--- src/hw/rtl/mscc_ram.sv ---
// ----------------------------------------------------------------------------
// mscc_ram
// Generic single write port, single read port RAM with registered read.
// A read at the address being written returns the old word.
// ----------------------------------------------------------------------------
module mscc_ram #(
  parameter int WIDTH = 32,
  parameter int DEPTH = 16
) (
  input  logic                     clk,
  input  logic                     we,
  input  logic [$clog2(DEPTH)-1:0] waddr,
  input  logic [WIDTH-1:0]         wdata,
  input  logic                     re,
  input  logic [$clog2(DEPTH)-1:0] raddr,
  output logic [WIDTH-1:0]         rdata
);

  logic [WIDTH-1:0] mem_r [DEPTH];
  logic [WIDTH-1:0] rdata_r;

  // write port
  always_ff @(posedge clk) begin
    if (we) begin
      mem_r[waddr] <= wdata;
    end
  end

  // registered read port
  always_ff @(posedge clk) begin
    if (re) begin
      rdata_r <= mem_r[raddr];
    end
  end

  assign rdata = rdata_r;

endmodule

--- config.mk ---
export PLATFORM = sky130hd
export DESIGN_NAME = mscc_ram
export DESIGN_NICKNAME = d
export VERILOG_FILES = /design/src/hw/rtl/mscc_ram.sv
export SDC_FILE = /design/constraint.sdc
export NUM_CORES = 1
export LEC_CHECK = 0
export BUFFER_PORTS_ARGS = -buffer_cell sky130_fd_sc_hd__buf_2
export CAP_MARGIN = 5
export CORE_MARGIN = 2
export CORE_UTILIZATION = 30
export DETAILED_ROUTE_END_ITERATION = 10
export SYNTH_ARGS = -nofsm -noshare
export SYNTH_HDL_FRONTEND = slang
export SYNTH_SLANG_ARGS = --single-unit
--- constraint.sdc ---
create_clock -name clk -period 7 [get_ports clk]
set_input_delay 1.05 -clock clk [delete_from_list [all_inputs] [get_ports clk]]
set_output_delay 1.05 -clock clk [all_outputs]
set_load 0.03 [all_outputs]
==> impl_metrics.csv, run 1 <==
group,metric,value,unit
placed_design,gp_congestion,0.658,
clock_network,post_cts_hold_buffer_count,0,
placed_design,dp_hpwl,20900,µm
power,cellPowerDensity,291,nW/µm²
sta,sum_neg_setup_slack,0,ps
global_routing,grt_antenna_before_repair,5,
run,maxCapViolations,0,
run_status,outcome,"complete, no violations",
clock_network,ctsRootBufferMaster,"clkbuf_16",
cells_and_area,final_common_cell,"edfxtp_1",
clock_network,cts.htree.levels,2,
worst_setup_path,rr_worst_depth,3,
power,power.leakage,7.34,nW
worst_setup_path,path_delay_family,"buffers and inverters",
worst_setup_path,crit-reg2reg-capture,"rdata[3]",
route,drt_drc_violations_left,0,
global_routing,grt_pass1_wl,65900,µm
power,sw_frac_of_total,20.6,%
power,internal_power,5.42,mW
clock_network,tritoncts_clock_tree,"built",
synth,asyncSetResetFlopFracSynth,0,%
sta,worst_setup_skew_after_layout,24.3,ps
worst_setup_path,cp_num_buf_inv,2,
route,vias,9106,
sta,max_freq,336,MHz
worst_setup_path,path_cells,"clkbuf_8, buf_4, mux4_2, a22oi_1, nand2_1",
synth,synth_warnings,0,
die,dieHeight,263,µm
sta,share_of_the_clock_period_used_by_the_worst_path_after_layout,42.6,%
worst_setup_path,critical_path_required,7340,ps
synth,synth_enable_flop_cells,544,
power,p_comb_share,5.0,%
hold_path,min_to,"rdata[11]",
sta,report.final.hold_viol_count,0,
synth,yosys_register_bits,544,
sta,period_needed,2980,ps
clock_network,post_cts_resize_count,0,
die,std_cell_rows,95,
cells_and_area,fin_nets,993,
global_routing,grt_pass1_vias,9630,
clock_network,cts_setup_buffers,0,
route,avgViaCountPerCell,4.88,
hold_path,worstHoldPathType,"flip-flop to flip-flop",
cells_and_area,num-fill-cells,6103,
cells_and_area,layout_common_cells,"edfxtp_1 (544), mux4_2 (128), buf_2 (72)",
clock_network,cts.sinks,544,
synth,syn_avg_cell_area,24.1,µm²
hold_path,worst_hold_path_startpoint,"mem_r[14][11]",
die,initial_utilization,30.1,%
clock_network,clk_pin_slew,60,ps
route,detailedRoute.firstPassIterationCount,5,
sta,tightest_slew,917,ps
die,pin_count,75,
synth,synth_area_leaders,"edfxtp_1 (81%), mux4_2 (14%), a22oi_1 (2.4%)",
worst_setup_path,worst_setup_path_start_kind,"input pin",
clock_network,insertion_delay,590,ps
power,irDropWorstVdd,0.176,mV
die,core_area,66900,µm²
synth,gate_count_of_the_mapped_netlist,838,
global_routing,grt_overflow_total,0,
route,wl,45000,µm
sta,fin_hold_ws,723,ps
sta,maxSlewHeadroom,38.9,%
sta,rsz_0062_raised_after_global_routing,"no",
sta,setup_viol_count_final,0,
route,first_iter_violations,861,
worst_setup_path,crit_fanout,70,
sta,drv_slew,0,
clock_network,number_of_buffers_inserted_during_clock_tree_synthesis,54,
worst_setup_path,reg2reg_from,"mem_r[0][3]",
worst_setup_path,end_kind,"flip-flop",
synth,synth_top_flop_cell,"edfxtp_1",
power,net-switching-power,1.41,mW
synth,synth_sequential_area_ratio,81.0,%
worst_setup_path,criticalPathCategory,"input pin to flip-flop",
synth,synth_fp_nets,881,
worst_setup_path,arrival,3320,ps
global_routing,grt_start_max_net_pins,71,
worst_setup_path,cpMaxStageDelayCell,"buf_4",
cells_and_area,post-route-util,35.1,%
worst_setup_path,worst-r2r-setup-slack,5560,ps
placed_design,numPortBuffers,74,
global_routing,gr-usage-all-layers,13.0,%
die,floorplan.die.width,263,µm
synth,post-synth-top-area-cell,"edfxtp_1",
cells_and_area,area_growth_syn_to_layout,16.3,%
power,sequentialPowerShare,54.0,%
power,clockPowerShare,41.0,%
worst_setup_path,crit_path_max_incr_delay,660,ps
synth,synth.lib_cells_used.distinct,17,
hold_path,worstHoldPathCells,3,
synth,synth.cell_area,20200,µm²
synth,yosys.area.top_type_share,81.0,%
clock_network,max_root_sink_buffers,3,
route,antenna_violating_nets_post_route,0,
cells_and_area,layout-drive-gt1-share,32.6,%
route,post_drt_wl_per_cell,24.1,µm
die,die-area,69300,µm²
[cells in the mapped netlist, drive strengths merged (2+ instances only)]
library cell,instances
a22oi,64
mux4,128
nor2,13
nand3b,2
clkbuf,17
nand2b,2
buf,26
nor2b,2
nor3,4
edfxtp,544
nand2,33
[power groups by stage]
stage	logic (mW)	clock network (mW)	registers [mW]
after floorplan	0.175	0	3.79
after global placement	0.338	0	3.76
after detailed placement	0.346	0	3.76
after CTS	0.347	2.86	3.69
after global routing	0.367	2.99	3.70
final	0.338	2.80	3.69
[routing by layer]
layer | up-vias | wire length, µm | GRT usage (%)
met2 | 271 | 21500 | 21.2
met1 | 4941 | 19800 | 17.8
li1 | 3821 | - | -
met4 | 8 | 781 | 3.21
met5 | - | 61 | 0
met3 | 65 | 2900 | 3.05
[worst max path at each step]
stage,endpoint,start,cells after the start
after floorplan,mem_r[0][0],waddr[2],2
after global placement,rdata[11],raddr[0],5
after detailed placement,rdata[31],raddr[0],5
after CTS,rdata[31],raddr[0],5
after global routing,rdata[31],raddr[0],5
final,rdata[31],raddr[0],5
[cell type report]
class / count / area (µm²) / area share, %
flip-flops and latches: 544 / 16300 / 69.6
multi-input cells: 251 / 3750 / 16.0
clock buffers: 69 / 1470 / 6.27
well taps: 873 / 1090 / 4.65
repair buffers: 99 / 569 / 2.43
clock inverters: 30 / 248 / 1.06
diodes: 1 / 2.50 / 0.0107
[flip-flops by register name (all words and copies together) (netlist names)]
name	flops
rdata	32
mem_r	512
[per-stage QoR]
| stage | power (mW) | instance area [µm²] | instances | worst slack [ps] |
|---|---|---|---|---|
| after floorplan | 3.96 | 20200 | 838 | 2770 |
| after global placement | 4.10 | 21700 | 1767 | 3310 |
| after detailed placement | 4.11 | 21700 | 1767 | 3300 |
| after CTS | 6.90 | 23500 | 1866 | 3930 |
| after global routing | 7.05 | 23500 | 1866 | 3760 |
| final | 6.83 | 23500 | 1867 | 4020 |
[logic make-up (layout without fill, tap and decap cells)]
logic type	after synthesis	after routing	share of synthesized area, %
compound gates	64	64	2.38
buf+inv	43	198	1.10
flops	544	544	81.0
mux	128	128	14.3
other cells	0	1	0
simple gates	59	59	1.25
[worst min-delay path, delay by kind of cell, from the launching register on]
family,cells,cell delay [ps]
DFF,1,310
muxes,1,220
and+or+nand+nor,1,50
AOI/OAI and AO/OA,1,60
(Power assumes the default switching activity.)
==> inputs of run 2 (changes only) <==
Clock period 7 ns to 2.6 ns, I/O delays scaled along.
==> run 2 against run 1 <==
Effect of this change:
- core utilization is 0.46 points higher
- worst hold slack worse by 540 ps
- critical path depth is 4 lower
- global-route usage is 0.073 points lower
- routed wire length is 0.10% lower
- clock skew is 9.0 ps lower
- sequential power grew to 2.7 times the previous value
- clock power grew to 2.5 times the previous value
- register-to-register slack worse by 4400 ps
- design area is 1.3% higher
- sequential cell count stayed put
- first-iteration DRC count is 6.6% lower
==> impl_metrics.csv, run 2 (synthesis gave the netlist of run 1 again) <==
group,metric,value,unit
worst_setup_path,cp_num_buf_inv,1,
worst_setup_path,cpMaxStageDelayCell,"edfxtp_1",
power,power.leakage,7.42,nW
die,floorplan.die.width,263,µm
worst_setup_path,crit_fanout,1,
route,wl,45000,µm
clock_network,max_root_sink_buffers,3,
global_routing,grt_pass1_vias,9694,
hold_path,worstHoldPathType,"input pin to flip-flop",
global_routing,grt_antenna_before_repair,4,
clock_network,cts.htree.levels,2,
sta,tightest_slew,1110,ps
die,core_area,66900,µm²
route,post_drt_wl_per_cell,24.1,µm
sta,period_needed,1730,ps
worst_setup_path,worst_setup_path_start_kind,"flip-flop",
cells_and_area,largest_reg_flops,512,
placed_design,dp_hpwl,23200,µm
run,maxCapViolations,0,
route,first_iter_violations,804,
route,antenna_violating_nets_post_route,0,
placed_design,numPortBuffers,74,
power,irDropWorstVdd,0.540,mV
sta,rsz_0062_raised_after_global_routing,"no",
worst_setup_path,path_cells,"buf_2",
worst_setup_path,end_kind,"output pin",
clock_network,tritoncts_clock_tree,"built",
clock_network,cts_setup_buffers,0,
route,avgViaCountPerCell,4.90,
sta,report.final.hold_viol_count,0,
power,cellPowerDensity,757,nW/µm²
cells_and_area,layout-drive-gt1-share,32.6,%
sta,drv_slew,0,
placed_design,detailed_place.area,22200,µm²
placed_design,gp_congestion,0.691,
die,initial_utilization,30.1,%
sta,worst_setup_skew_after_layout,15.3,ps
die,dieHeight,263,µm
clock_network,post_cts_hold_buffer_count,0,
cells_and_area,layout_common_cells,"edfxtp_1 (544), mux4_2 (128), buf_2 (72)",
placed_design,placed_cells_incl_taps,1776,
sta,setup_viol_count_final,0,
worst_setup_path,criticalPathCategory,"flip-flop to output pin",
route,detailedRoute.firstPassIterationCount,5,
global_routing,grt_pass1_wl,66000,µm
cells_and_area,final-instance-count-excl-fill,1865,
run_status,outcome,"complete, no violations",
sta,maxSlewHeadroom,25.8,%
cells_and_area,final_common_cell,"edfxtp_1",
clock_network,ctsRootBufferMaster,"clkbuf_16",
clock_network,insertion_delay,570,ps
worst_setup_path,arrival,1340,ps
worst_setup_path,critical_path_required,2210,ps
cells_and_area,top_register,"mem_r",
die,std_cell_rows,95,
global_routing,grt_overflow_total,0,
global_routing,gr-usage-all-layers,13.0,%
cells_and_area,fin_nets,998,
cells_and_area,diodes,0,
cells_and_area,area_growth_syn_to_layout,17.8,%
cells_and_area,num-fill-cells,6057,
cells_and_area,layout.cell_area.non_filler,23800,µm²
die,die-area,69300,µm²
sta,share_of_the_clock_period_used_by_the_worst_path_after_layout,66.7,%
global_routing,grt_start_max_net_pins,40,
sta,max_freq,577,MHz
clock_network,number_of_buffers_inserted_during_clock_tree_synthesis,50,
clock_network,post_cts_resize_count,0,
route,vias,9143,
die,pin_count,75,
worst_setup_path,crit_path_max_incr_delay,520,ps
worst_setup_path,path_delay_family,"flip-flops",
clock_network,clk_pin_slew,60,ps
clock_network,cts.sinks,544,
route,drt_drc_violations_left,0,
-- run 2: where the power goes --
part | leakage, nW | total [mW] | switching, mW | internal [mW]
combinational | 1.71 | 0.971 | 0.593 | 0.379
clock | 0.763 | 7.09 | 3.01 | 4.08
sequential | 4.94 | 9.94 | 0.0617 | 9.88
-- run 2: per-stage QoR --
| step | hold WS [ps] | total power [mW] | TNS (ps) | util, % | worst slack, ps |
|---|---|---|---|---|---|
| detailed placement | 730 | 11.1 | 0 | 33.2 | 526 |
| CTS | 164 | 18.2 | 0 | 35.5 | 857 |
| finish | 183 | 18.0 | 0 | 35.5 | 867 |
| global placement | 731 | 11.1 | 0 | 33.2 | 535 |
| global route | 185 | 18.6 | 0 | 35.5 | 811 |
| floorplan | 489 | 10.7 | -9410 | - | -98.0 |
-- run 2: path summary, 6_finish.rpt --
kind              slack (ps)             to          start  cells after the start
hold reg to reg          750      rdata[14]  mem_r[14][14]                      3
setup / recovery         870      rdata[17]      rdata[17]                      1
setup reg to reg        1150       rdata[8]    mem_r[1][8]                      3
hold / removal           180  mem_r[15][27]      wdata[27]                      1
-- run 2: worst register-to-register path: cells and delay by family (launching register included) --
| family | cells | cell delay [ps] |
|---|---|---|
| AND/OR/NAND/NOR | 1 | 120 |
| AO/OA/AOI/OAI | 1 | 220 |
| flip-flops | 1 | 380 |
| multiplexers | 1 | 470 |
-- run 2: layer usage --
| metal | GRT usage [%] | vias to the layer above | share of wire (%) |
|---|---|---|---|
| met5 | 0 | - | 0.022 |
| met4 | 3.09 | 2 | 1.7 |
| met3 | 2.75 | 61 | 6.1 |
| met2 | 21.0 | 281 | 48 |
| met1 | 18.0 | 4958 | 44 |
| li1 | - | 3841 | - |
-- run 2: cell type report --
type	instances	area (µm²)	area share (%)
tap	873	1090	4.59
clock inverter	26	250	1.05
multi-input combinational	251	3770	15.9
clock buffer	63	1320	5.56
sequential	544	16300	68.7
timing repair buffer	108	1000	4.21
